===== src/hw/rtl/set_assoc_cache_lru_lookup_defines.svh =====
// ----------------------------------------------------------------------------
// Assertion macros for the set-associative cache lookup block
// Shared shorthand for concurrent checks on the rising clock edge.
// ----------------------------------------------------------------------------
`ifndef SET_ASSOC_CACHE_LRU_LOOKUP_DEFINES_SVH
`define SET_ASSOC_CACHE_LRU_LOOKUP_DEFINES_SVH

// Same-cycle implication, disabled during reset.
`define SACL_ASSERT_IMP(name, clk_s, rst_s, ante, cons, msg) \
  name: assert property (@(posedge clk_s) disable iff (rst_s) (ante) |-> (cons)) \
    else $error(msg);

// Next-cycle implication, disabled during reset.
`define SACL_ASSERT_NXT(name, clk_s, rst_s, ante, cons, msg) \
  name: assert property (@(posedge clk_s) disable iff (rst_s) (ante) |=> (cons)) \
    else $error(msg);

`endif


===== src/hw/rtl/sacl_ram.sv =====
// ----------------------------------------------------------------------------
// sacl_ram
// Generic simple dual-port RAM with one write port and a registered read.
// ----------------------------------------------------------------------------
module sacl_ram #(
  parameter int WIDTH = 8,
  parameter int DEPTH = 16
) (
  input  logic                     clk,
  input  logic                     we,
  input  logic [$clog2(DEPTH)-1:0] waddr,
  input  logic [WIDTH-1:0]         wdata,
  input  logic                     re,
  input  logic [$clog2(DEPTH)-1:0] raddr,
  output logic [WIDTH-1:0]         rdata
);

  logic [WIDTH-1:0] mem [DEPTH];

  always_ff @(posedge clk) begin
    if (we) begin
      mem[waddr] <= wdata;
    end
    if (re) begin
      rdata <= mem[raddr];
    end
  end

endmodule


===== config.mk =====
export PLATFORM = sky130hd
export DESIGN_NAME = sacl_ram
export DESIGN_NICKNAME = d
export VERILOG_FILES = /design/src/hw/rtl/set_assoc_cache_lru_lookup_defines.svh /design/src/hw/rtl/sacl_ram.sv
export SDC_FILE = /design/constraint.sdc
export NUM_CORES = 1
export LEC_CHECK = 0
export BUFFER_PORTS_ARGS = -buffer_cell sky130_fd_sc_hd__buf_2
export CORE_MARGIN = 1
export CORE_UTILIZATION = 60
export DETAILED_ROUTE_END_ITERATION = 7
export PLACE_DENSITY = 0.89
export REMOVE_ABC_BUFFERS = 1
export SLEW_MARGIN = 0
export SYNTH_ARGS = -nofsm -noshare
export SYNTH_HDL_FRONTEND = slang
export SYNTH_SLANG_ARGS = --single-unit

===== constraint.sdc =====
create_clock -name clk -period 2.2 [get_ports clk]
set_input_delay 0.44 -clock clk [delete_from_list [all_inputs] [get_ports clk]]
set_output_delay 0.44 -clock clk [all_outputs]
set_load 0.005 [all_outputs]

==> flow_summary.yaml <==
synthesis:
  yosys_warnings: 0
  yosysTopAreaCell: "edfxtp_1"
  synth_cells: 229
  ys_ff_latch: 136
  synthDistinctLibCells: 18
  synth_edf_count: 136
  yosysSeqAreaShare_pct: 78.1
  synth_commonest_cells: "edfxtp_1 (136), mux4_2 (18), a22oi_1 (16)"
  synth_top_area_share_pct: 78.1
  synthFlopType: "edfxtp_1"
  syn_avg_cell_area_sq_um: 22.8
  syn_area_sq_mm: 0.00523
  synthTopCellsByArea: "edfxtp_1 (78%), mux4_2 (7.8%), mux4_1 (7.0%)"
  async_flop_share_pct: 0
  synth_most_common_cell: "edfxtp_1"
drt:
  wl_per_cell_microns: 25.1
  drt-initial-drc-count: 229
  vias: 2542
  drcViolationCount: 0
  wirelength_mm: 10.2
  dr.pass1.iters: 4
  ant_nets: 0
  via_per_inst: 6.26
worst_setup_path:
  cpMaxStageDelayCell: "mux4_2"
  cp-start-kind: "input pin"
  worstPathRequired_ns: 2.45
  r2r_start: "mem[8][6]$_DFFE_PP_"
  critPathLaunch: "raddr[0]"
  path_buf_inv: 2
  r2r-end: "rdata[6]$_DFFE_PP_"
  crit_arrival_ns: 1.81
  reg2reg_depth: 3
  reg2reg_slack_ns: 0.66
  cp_max_fo: 9
  end_kind: "flip-flop"
  path_class: "in -> reg"
  path_cells: "buf_2 -> buf_12 -> mux4_2 -> a22oi_1 -> nand2_1"
  max_stage_delay_ns: 0.52
  crit_family: "multiplexers"
worst_hold_path:
  hold_path.class: "in -> reg"
  worst_hold_startpoint: "re"
  hold_depth: 1
  hold_path_end: "rdata[7]$_DFFE_PP_"
global_route:
  grtUsageTotal_pct: 25.8
  grt_max_degree: 17
  grt_pass1_wl_mm: 15.5
  antenna_found_initial: 0
  grt_pass1_vias: 2648
  gr-total-overflow: 0
sta:
  setup-violations-final: 0
  fin_worst_skew_ns: 0.00601
  drv_slew: 0
  hold_viol: 0
  fmax_mhz: 640
  worstMarginPinSlew_ns: 0.486
  period_share_pct: 71.0
  relSlewSlack_pct: 67.6
  setup_tns_ns: 0
  min_period_ns: 1.56
  rsz0062_at_grt: "no"
clock_network:
  h-tree-depth: 4
  cts_tree: "done"
  clockBufferDepth: 2
  cts-resized-gates: 0
  clock-root-buffer: "clkbuf_8"
  path_clk_slew_ns: 0.06
  cts.sink_count: 136
  postCtsSetupRepairBufs: 0
  insertion_delay_ns: 0.51
  hold_buffers: 0
  cts_buffers: 17
layout:
  layout-drive-gt1-share_pct: 33.2
  antenna_cells: 0
  ff_latch_area_sq_mm: 0.00408
  synthToLayoutAreaGrowth_pct: 18.9
  fin_area_sq_mm: 0.00621
  instances_no_fill: 406
  fin_nets: 307
  nFillCells: 474
  multi_input_area_sq_mm: 0.00106
floorplanning:
  dieArea_sq_mm: 0.00909
  die_w_microns: 95.3
  ios: 27
  rows: 33
  die_y_microns: 95.3
  core-area_sq_mm: 0.00834
  initial_utilization_pct: 62.7
run:
  cap_violations: 0
power:
  p_seq_share_pct: 49.5
  p_int_uw: 4680
  irDropWorstVdd_v: 0.000875
  p_clk_share_pct: 45.8
  powerDensity_mw_per_mm2: 954
  power_leakage_uw: 0.00213
  p_sw_share_pct: 21.1
  p_sw_uw: 1250
  p_comb_share_pct: 4.7
placed_design:
  placed_cell_area_sq_mm: 0.00563
  routabilityCongestion: 0.739
  dp_cells: 374
  hpwlAfterDp_mm: 6.39
  io_buffers: 26
outcome:
  status: "complete, no violations"
==> worst max path at each step <==
stage                                      to  slack (ns)  depth (start not counted)
after floorplan           mem[0][0]$_DFFE_PP_        0.27                          2
after global placement     rdata[7]$_DFFE_PP_        0.21                          5
after detailed placement   rdata[7]$_DFFE_PP_        0.16                          5
after CTS                            rdata[6]        0.65                          1
after global routing       rdata[6]$_DFFE_PP_        0.62                          3
final                      rdata[6]$_DFFE_PP_        0.64                          5
==> through the flow <==
stage	total power (uW)	worst slack, ns	hold WS (ns)	util [%]
final	5930	0.638	0.300	74.5
after global routing	6110	0.618	0.276	74.5
after CTS	5970	0.653	0.272	74.5
after detailed placement	3260	0.159	0.744	67.5
after global placement	3250	0.205	0.733	67.5
after floorplan	3100	0.267	0.539	-
==> cell families after synthesis <==
kind of cell	after synthesis	synth area share [%]
flops	136	78.1
simple gates	35	3.14
compound gates	16	2.30
mux	32	14.8
buf+inv	10	1.65
==> state kept, by name, summed over array words and instances, names as in the netlist <==
register,flops
mem,128
rdata,8
==> area by class of cell <==
type,count,area share (%)
flip-flops and latches,136,65.7
multi-input cells,83,17.0
clock buffers,17,6.66
repair buffers,50,5.80
clock inverters,15,2.70
well taps,105,2.11
==> power groups by stage <==
stage | clock network [uW] | logic, uW | registers, uW
finish | 2720 | 276 | 2940
global route | 2870 | 300 | 2940
CTS | 2750 | 280 | 2940
detailed placement | 0 | 274 | 2990
global placement | 0 | 262 | 2990
floorplan | 0 | 116 | 2990
==> cells in the final DEF, fill, tap and decap left out, types with 2 or more instances in the layout <==
cell type   instances
a22oi_1            16
clkbuf_16          16
nand3b_1            2
clkinvlp_4          3
nand2_1             9
edfxtp_1          136
buf_2              26
buf_12              4
buf_4              20
bufinv_16           2
mux4_2             18
clkinv_4            3
mux4_1             14
nor3_1              4
inv_6               5
nor2_1             13
nand2b_1            2
==> routing by layer <==
layer | wire length (microns) | global-route usage [%] | vias up | part of all wire (%)
met5 | 0 | 0 | - | 0
met4 | 161 | 10.2 | 0 | 1.6
met3 | 832 | 6.38 | 17 | 8.2
met2 | 5230 | 40.6 | 133 | 51
met1 | 3970 | 35.2 | 1290 | 39
li1 | - | - | 1102 | -
Note: power is estimated with default switching activity, not from simulation.
