--- config.mk ---
export PLATFORM = sky130hd
export DESIGN_NAME = sacl_update
export DESIGN_NICKNAME = d
export VERILOG_FILES = /design/src/hw/rtl/set_assoc_cache_lru_lookup_defines.svh /design/src/hw/rtl/sacl_pkg.sv /design/src/hw/rtl/sacl_update.sv
export SDC_FILE = /design/constraint.sdc
export NUM_CORES = 1
export LEC_CHECK = 0
export ABC_AREA = 1
export BUFFER_PORTS_ARGS = -buffer_cell sky130_fd_sc_hd__buf_2
export CAP_MARGIN = 25
export CORE_AREA = 2 2 236 238
export DETAILED_ROUTE_END_ITERATION = 16
export DIE_AREA = 0 0 238 240
export PLACE_DENSITY = 0.35
export REMOVE_ABC_BUFFERS = 1
export SLEW_MARGIN = 30
export SYNTH_ARGS = -nofsm -noshare
export SYNTH_HDL_FRONTEND = slang
export SYNTH_SLANG_ARGS = --single-unit
--- constraint.sdc ---
create_clock -name vclk -period 7.85
set_input_delay 1.57 -clock vclk [all_inputs]
set_output_delay 1.57 -clock vclk [all_outputs]
set_load 0.01 [all_outputs]
--- src/hw/rtl/set_assoc_cache_lru_lookup_defines.svh ---
// ----------------------------------------------------------------------------
// Assertion macros for the set-associative cache lookup block
// Shared shorthand for concurrent checks on the rising clock edge.
// ----------------------------------------------------------------------------
`ifndef SET_ASSOC_CACHE_LRU_LOOKUP_DEFINES_SVH
`define SET_ASSOC_CACHE_LRU_LOOKUP_DEFINES_SVH

// Same-cycle implication, disabled during reset.
`define SACL_ASSERT_IMP(name, clk_s, rst_s, ante, cons, msg) \
  name: assert property (@(posedge clk_s) disable iff (rst_s) (ante) |-> (cons)) \
    else $error(msg);

// Next-cycle implication, disabled during reset.
`define SACL_ASSERT_NXT(name, clk_s, rst_s, ante, cons, msg) \
  name: assert property (@(posedge clk_s) disable iff (rst_s) (ante) |=> (cons)) \
    else $error(msg);

`endif

--- src/hw/rtl/sacl_pkg.sv ---
// ----------------------------------------------------------------------------
// sacl_pkg
// Types and constants shared by the set-associative cache lookup block.
// ----------------------------------------------------------------------------
package sacl_pkg;

  localparam int MAX_SETS_LOG2 = 10;
  localparam int MAX_WAYS      = 8;
  localparam int NUM_SETS      = 1 << MAX_SETS_LOG2;
  localparam int SET_W         = MAX_SETS_LOG2;
  localparam int WAY_W         = $clog2(MAX_WAYS);
  localparam int FILL_W        = $clog2(MAX_WAYS + 1);
  localparam int TAG_W         = 32;
  localparam int ADDR_W        = 32;
  localparam int CNT_W         = 32;
  localparam int CFG_DATA_W    = 5;
  localparam int CFG_IDX_W     = 2;

  // Register indexes of the configuration port.
  localparam logic [CFG_IDX_W-1:0] CFG_OFFSET_BITS = 2'd0;
  localparam logic [CFG_IDX_W-1:0] CFG_INDEX_BITS  = 2'd1;
  localparam logic [CFG_IDX_W-1:0] CFG_WAYS_LOG2   = 2'd2;

  // One memory row holds everything about one set. The valid ways of a set
  // are always ways 0 .. fill-1, so the fill count doubles as the valid bits.
  typedef struct packed {
    logic [FILL_W-1:0]                fill;
    logic [MAX_WAYS-1:0][WAY_W-1:0]   order;
    logic [MAX_WAYS-1:0][TAG_W-1:0]   tags;
  } row_t;

  localparam int ROW_W = $bits(row_t);

  typedef struct packed {
    logic             is_hit;
    logic [WAY_W-1:0] way;
  } lookup_res_t;

  typedef enum logic [1:0] {
    ST_CLEAR,
    ST_IDLE,
    ST_LOOK
  } state_t;

endpackage

--- src/hw/rtl/sacl_update.sv ---
// ----------------------------------------------------------------------------
// sacl_update
// Tag compare, victim choice and recency update for one set row.
// ----------------------------------------------------------------------------
module sacl_update import sacl_pkg::*; (
  input  row_t              rd_row,
  input  logic [TAG_W-1:0]  tag,
  input  logic [FILL_W-1:0] ways,
  output row_t              wr_row,
  output lookup_res_t       res
);

  logic [FILL_W-1:0] n;
  logic              hit;
  logic [WAY_W-1:0]  hit_way;
  logic              found;
  logic [WAY_W-1:0]  hit_pos;
  logic [WAY_W-1:0]  way;
  logic [WAY_W-1:0]  pos;
  logic [WAY_W-1:0]  last_pos;
  logic [WAY_W-1:0]  lru_way;
  logic              promote;

  assign n        = (rd_row.fill > ways) ? ways : rd_row.fill;
  assign last_pos = WAY_W'(n - FILL_W'(1));
  assign lru_way  = rd_row.order[last_pos];

  // Lowest matching valid way wins.
  always_comb begin
    hit     = 1'b0;
    hit_way = '0;
    for (int w = MAX_WAYS - 1; w >= 0; w--) begin
      if ((FILL_W'(w) < n) && (rd_row.tags[w] == tag)) begin
        hit     = 1'b1;
        hit_way = WAY_W'(w);
      end
    end
  end

  // Position of the hit way in the recency list.
  always_comb begin
    found   = 1'b0;
    hit_pos = '0;
    for (int p = MAX_WAYS - 1; p >= 0; p--) begin
      if ((FILL_W'(p) < n) && (rd_row.order[p] == hit_way)) begin
        found   = 1'b1;
        hit_pos = WAY_W'(p);
      end
    end
  end

  always_comb begin
    wr_row  = rd_row;
    way     = hit_way;
    pos     = hit_pos;
    promote = found;
    if (!hit) begin
      promote = 1'b1;
      if (n < ways) begin
        way         = WAY_W'(n);
        pos         = WAY_W'(n);
        wr_row.fill = n + FILL_W'(1);
      end else begin
        way = ({1'b0, lru_way} >= ways) ? '0 : lru_way;
        pos = last_pos;
      end
      wr_row.tags[way] = tag;
    end
    if (promote) begin
      for (int i = 1; i < MAX_WAYS; i++) begin
        if (WAY_W'(i) <= pos) begin
          wr_row.order[i] = rd_row.order[i-1];
        end
      end
      wr_row.order[0] = way;
    end
    res.is_hit = hit;
    res.way    = way;
  end

endmodule

==> results.py, run 1 <==
metrics = {
    "global_route": {
        "grt_pass1_wl_um": 83200,
        "grt_pass1_vias": 12500,
        "grt_start_max_net_pins": 49,
        "antenna_violations_before_repair": 9,
        "grt.overflow.total": 0,
        "track_usage_pct": 19.5,
    },
    "sta": {
        "fin_tns_setup_ns": 0,
        "finalCritPeriodShare_pct": 95.3,
        "fmax_ghz": 0.134,
        "final_hold_viol_count": 0,
        "rsz0062_at_grt": "no",
        "least_margin_pin_slew_ns": 0.641,
        "setup_violations": 0,
        "fin_crit_ns": 7.48,
        "timing.slew.headroom_pct": 57.0,
        "holdWs_ns": 3.43,
        "slew_viol_final": 0,
    },
    "synthesis": {
        "synthCells": 1761,
        "synth_area_leaders": "nand2_1 29%, xor2_1 15%, o21ai_0 15%, nor2_1 8.9%, inv_1 6.3%",
        "syn-cell-area_mm2": 0.00872,
        "synthDominantCellAreaShare_pct": 28.6,
        "synth_largest_area_cell": "nand2_1",
        "most_common_cell_in_the_netlist": "nand2_1",
        "average_size_of_a_mapped_cell_um2": 4.95,
        "synth_sequential_area_ratio_pct": 0,
        "yosysWarnings": 0,
        "synthTopCellsByCount": "664 x nand2_1, 266 x o21ai_0, 207 x nor2_1, 154 x xor2_1, 147 x inv_1",
        "synth_cell_types": 40,
    },
    "critical_path": {
        "worstPathMaxFanout": 24,
        "critPathLaunchType": "input port",
        "cp_num_cells": 26,
        "critical_path_required_ns": 6.28,
        "crit_path_start": "ways[3]",
        "max_stage_delay_on_crit_path_ns": 0.31,
        "critical_path.endpoint": "wr_row[215]",
        "worst_path_dominant_cell_family": "compound AO/OA/AOI/OAI gates",
        "crit_path_frequent_cell": "nand2_1",
        "criticalPathCategory": "in -> out",
        "critical_path_sink_type": "output port",
        "crit_path_max_delay_cell_type": "nor3_4",
        "worst-path-buf-inv": 7,
        "cp_data_arrival_time_ns": 5.91,
    },
    "status": {
        "status": "finished clean",
    },
    "floorplan": {
        "dieArea_mm2": 0.0571,
        "dieWidth_um": 238,
        "floorplan.rows": 86,
        "start_util_pct": 15.9,
        "die_h_um": 240,
        "core-area_mm2": 0.0547,
        "io-pin-count": 608,
    },
    "routing": {
        "drt_iter0_drcs": 689,
        "avgRoutedWirePerCell_um": 20.0,
        "drt_first_pass_iters": 5,
        "ant_nets": 0,
        "drcViolationCount": 0,
        "avgViaCountPerCell": 4.32,
        "wirelength_um": 60400,
        "detailroute.via_count": 13100,
    },
    "layout": {
        "numSequentialCells": 0,
        "clockBufferCount": 0,
        "stdcell_count": 3026,
        "register_area_um2": 0,
        "post_route_cells_drive_above_1_share_pct": 31.7,
        "areaGrowthSynthToFinish_pct": 45.0,
        "final_nets": 2654,
    },
    "job": {
        "maxCapViolations": 0,
    },
    "placement": {
        "dpl.cell_count": 3021,
        "routabilityCongestion": 0.879,
        "port_buffers": 608,
        "place.detailed.hpwl_um": 51300,
    },
    "hold_path": {
        "holdCritPathClass": "in -> out",
    },
    "power_and_ir_drop": {
        "p_total_uw": 2110,
        "p_leak_uw": 0.00724,
        "power_per_cell_area_mw_per_mm2": 167,
        "ir_drop_uv": 81.7,
    },
    "clock_tree": {
        "post_cts_hold_buffer_count": 0,
    },
}
[metal layers]
metal / vias to the layer above / wire length, µm / global-route usage [%]
li1: 6560 / - / -
met1: 5914 / 25400 / 23.4
met3: 66 / 3180 / 2.14
met2: 536 / 30800 / 37.6
met4: 4 / 1040 / 2.88
met5: - / 24 / 0
[report_power, final]
part	switching, µW	total (µW)	internal (µW)
logic	1350	2110	753
clock network	0	0.0000513	0.0000512
registers	0	0	0
total	1350	2110	753
[worst min path at each step]
stage,cells past startpoint,endpoint,from
5_1_grt,4,wr_row[260],rd_row[260]
3_3_place_gp,4,wr_row[260],rd_row[260]
4_1_cts,4,wr_row[260],rd_row[260]
2_1_floorplan,2,wr_row[277],rd_row[277]
6_report,4,wr_row[260],rd_row[260]
3_5_place_dp,4,wr_row[260],rd_row[260]
[cell usage in the layout, fill, tap and decap left out, types with 2 or more instances in the layout]
master / synthesis / routed
nor2_2: 2 / 3
inv_1: 147 / 146
ha_1: 13 / 13
o221ai_1: 2 / 2
inv_2: 16 / 17
nand4_1: 5 / 5
nor2_1: 207 / 206
nand2_1: 664 / 658
inv_4: 5 / 5
a21oi_1: 28 / 28
o22ai_1: 3 / 3
buf_2: 16 / 608
o21ai_1: 5 / 11
buf_4: 31 / 25
xnor2_1: 50 / 50
diode_2: 0 / 3
nor3_4: 2 / 2
nor2_4: 2 / 2
or2_0: 2 / 2
xor2_1: 154 / 153
nand3_1: 38 / 38
buf_12: 0 / 13
o21ai_2: 4 / 4
o21ai_0: 266 / 260
nand2_2: 26 / 31
o21a_1: 2 / 2
nand3_2: 8 / 8
nand2_4: 9 / 10
[area by class of cell]
cell class                 count  area, µm²
antenna                        3       7.51
fill                        6514      42000
inverter                     169        648
multi-input combinational   1502       7580
tap                          704        881
timing repair buffer         648       3530
[per-stage QoR]
step / utilization, % / instance area, µm² / worst slack [ns]
global placement: 23.0 / 12600 / 0.180
detailed placement: 23.0 / 12600 / 0.126
global route: 23.1 / 12600 / 0.00795
finish: 23.1 / 12600 / 0.370
floorplan: - / 8190 / 0.0767
CTS: 23.0 / 12600 / 0.120
[logic make-up (layout without fill, tap and decap cells)]
family	count (synthesis)	after routing	synth area share, %
AOI/OAI and AO/OA	315	315	18.6
xor gates and xnor gates	204	204	20.5
adders and majority gates	13	13	1.87
buffers and inverters	259	817	13.5
muxes	2	2	0.244
other	0	3	0
and+or+nand+nor	968	968	45.3
[what timing repair did]
action | 4_1_cts | 5_1_grt
resized for setup | 0 | 11
hold endpoints to repair | 0 | 0
setup buffers | 0 | 1
endpoints found under the setup margin | 0 | 191
Note: power is estimated with default switching activity, not from simulation.
==> inputs of run 2 (changes only) <==
--- a/config.mk
+++ b/config.mk
@@ -8,10 +8,12 @@
 export ABC_AREA = 1
 export BUFFER_PORTS_ARGS = -buffer_cell sky130_fd_sc_hd__buf_2
 export CAP_MARGIN = 25
-export CORE_AREA = 2 2 236 238
+export CELL_PAD_IN_SITES_DETAIL_PLACEMENT = 1
+export CELL_PAD_IN_SITES_GLOBAL_PLACEMENT = 1
+export CORE_AREA = 2 2 235 237
 export DETAILED_ROUTE_END_ITERATION = 16
-export DIE_AREA = 0 0 238 240
-export PLACE_DENSITY = 0.35
+export DIE_AREA = 0 0 237 239
+export PLACE_DENSITY = 0.61
 export REMOVE_ABC_BUFFERS = 1
 export SLEW_MARGIN = 30
 export SYNTH_ARGS = -nofsm -noshare
==> results.py, run 2 (same netlist as run 1, synthesis figures left out) <==
metrics = {
    "status": {
        "status": "finished clean",
    },
    "floorplan": {
        "die_h_um": 239,
        "io-pin-count": 608,
        "floorplan.rows": 86,
        "dieWidth_um": 237,
        "dieArea_mm2": 0.0566,
        "core-area_mm2": 0.0543,
        "start_util_pct": 16.0,
    },
    "sta": {
        "final_hold_viol_count": 0,
        "finalCritPeriodShare_pct": 95.6,
        "least_margin_pin_slew_ns": 0.670,
        "fin_crit_ns": 7.51,
        "timing.slew.headroom_pct": 55.0,
        "slew_viol_final": 0,
        "fmax_ghz": 0.133,
        "setup_violations": 0,
        "postLayoutSetupSlackWorst_ns": 0.344,
    },
    "routing": {
        "avgRoutedWirePerCell_um": 20.0,
        "drt_iter0_drcs": 569,
        "avgViaCountPerCell": 4.45,
        "ant_nets": 0,
        "detailroute.via_count": 13500,
        "wirelength_um": 60600,
        "drt_first_pass_iters": 4,
        "drcViolationCount": 0,
    },
    "layout": {
        "post_route_cells_drive_above_1_share_pct": 32.1,
        "final_core_util_pct": 23.5,
        "clockBufferCount": 0,
        "numSequentialCells": 0,
        "most_common_library_cell_in_the_layout_ignoring_fill_and_taps": "nand2_1",
        "final_nets": 2658,
        "areaGrowthSynthToFinish_pct": 46.3,
        "fin_area_mm2": 0.0128,
        "register_area_um2": 0,
        "fill_cells": 7326,
        "mostFrequentLayoutCells": "656 x nand2_1, 608 x buf_2, 260 x o21ai_0",
        "area_of_the_multi_input_gates_mm2": 0.00761,
    },
    "global_route": {
        "grt_start_max_net_pins": 39,
        "antenna_violations_before_repair": 9,
        "grt_pass1_vias": 13700,
        "track_usage_pct": 20.0,
        "grt_pass1_wl_um": 85800,
        "grt.overflow.total": 0,
    },
    "clock_tree": {
        "post_cts_hold_buffer_count": 0,
    },
    "placement": {
        "dpl_worst_slack_ns": 0.0136,
        "placement.cell_area_mm2": 0.0126,
        "routabilityCongestion": 0.943,
        "port_buffers": 608,
        "place.detailed.hpwl_um": 52100,
    },
    "power_and_ir_drop": {
        "pwr-share-clk_pct": 0,
        "share_comb_of_total_power_pct": 100.0,
        "power_per_cell_area_mw_per_mm2": 171,
        "p_leak_uw": 0.00728,
        "switching_power_uw": 1390,
        "ir_drop_uv": 95.7,
        "power_report.internal_total_uw": 787,
        "sw_frac_of_total_pct": 63.8,
        "p_seq_share_pct": 0,
    },
    "critical_path": {
        "cp_data_arrival_time_ns": 5.94,
        "worstPathMaxFanout": 32,
        "critPathLaunchType": "input port",
        "criticalPathCategory": "in -> out",
        "critical_path_required_ns": 6.28,
        "critical_path_sink_type": "output port",
        "max_stage_delay_on_crit_path_ns": 0.33,
        "crit_path_max_delay_cell_type": "ha_1",
        "crit_path_frequent_cell": "nand2_1",
    },
    "hold_path": {
        "holdCritPathClass": "in -> out",
    },
    "job": {
        "maxCapViolations": 0,
    },
}
## run 2: cell types whose count changed in the layout (fill, tap and decap cells not counted), sizes merged
| cell | delta |
|---|---|
| buf | +4 |
| diode | -1 |
## run 2: layout make-up
class,instances,area share (%)
tap,704,6.91
multi-input combinational,1502,59.7
timing repair buffer,652,28.3
antenna,2,0.0392
inverter,169,5.08
## run 2: stage by stage
step / hold WS [ns] / power (µW) / setup TNS [ns] / instances
final: 3.45 / 2170 / 0 / 3029
after global routing: 3.48 / 2360 / -0.00951 / 3028
after floorplan: 3.24 / 1010 / 0 / 1671
after global placement: 3.44 / 2120 / 0 / 3024
after CTS: 3.45 / 2150 / 0 / 3024
after detailed placement: 3.45 / 2140 / 0 / 3024
## run 2: worst paths after layout
check / from / end / slack [ns] / cells past startpoint
worst max-delay path: ways[1] / wr_row[176] / 0.34 / 31
worst min-delay path: rd_row[260] / wr_row[260] / 3.45 / 4
## run 2: power by group through the flow
stage                     clock network [µW]  logic (µW)  registers, µW
after floorplan                            0        1010              0
after global placement                     0        2120              0
after detailed placement                   0        2140              0
after CTS                                  0        2150              0
after global routing               0.0000170        2360              0
final                              0.0000342        2170              0
## run 2: routing by layer
metal	global-route usage, %	share of wire (%)
met1	23.1	41
met2	37.4	50
met3	2.97	5.5
met4	6.41	3.9
met5	0	0.11
## run 2: critical path, delay by kind of cell
kind | cells | cell delay [ns]
buffers and inverters | 9 | 1.13
and+or+nand+nor | 12 | 1.18
adders and majority gates | 3 | 0.93
AOI/OAI and AO/OA | 7 | 1.09
## run 2: what timing repair did
action | CTS | global route
gates resized for setup | 1 | 21
buffers inserted | 0 | 2
gates cloned | 0 | 1
pin swaps | 0 | 3
setup endpoints to repair | 1 | 235
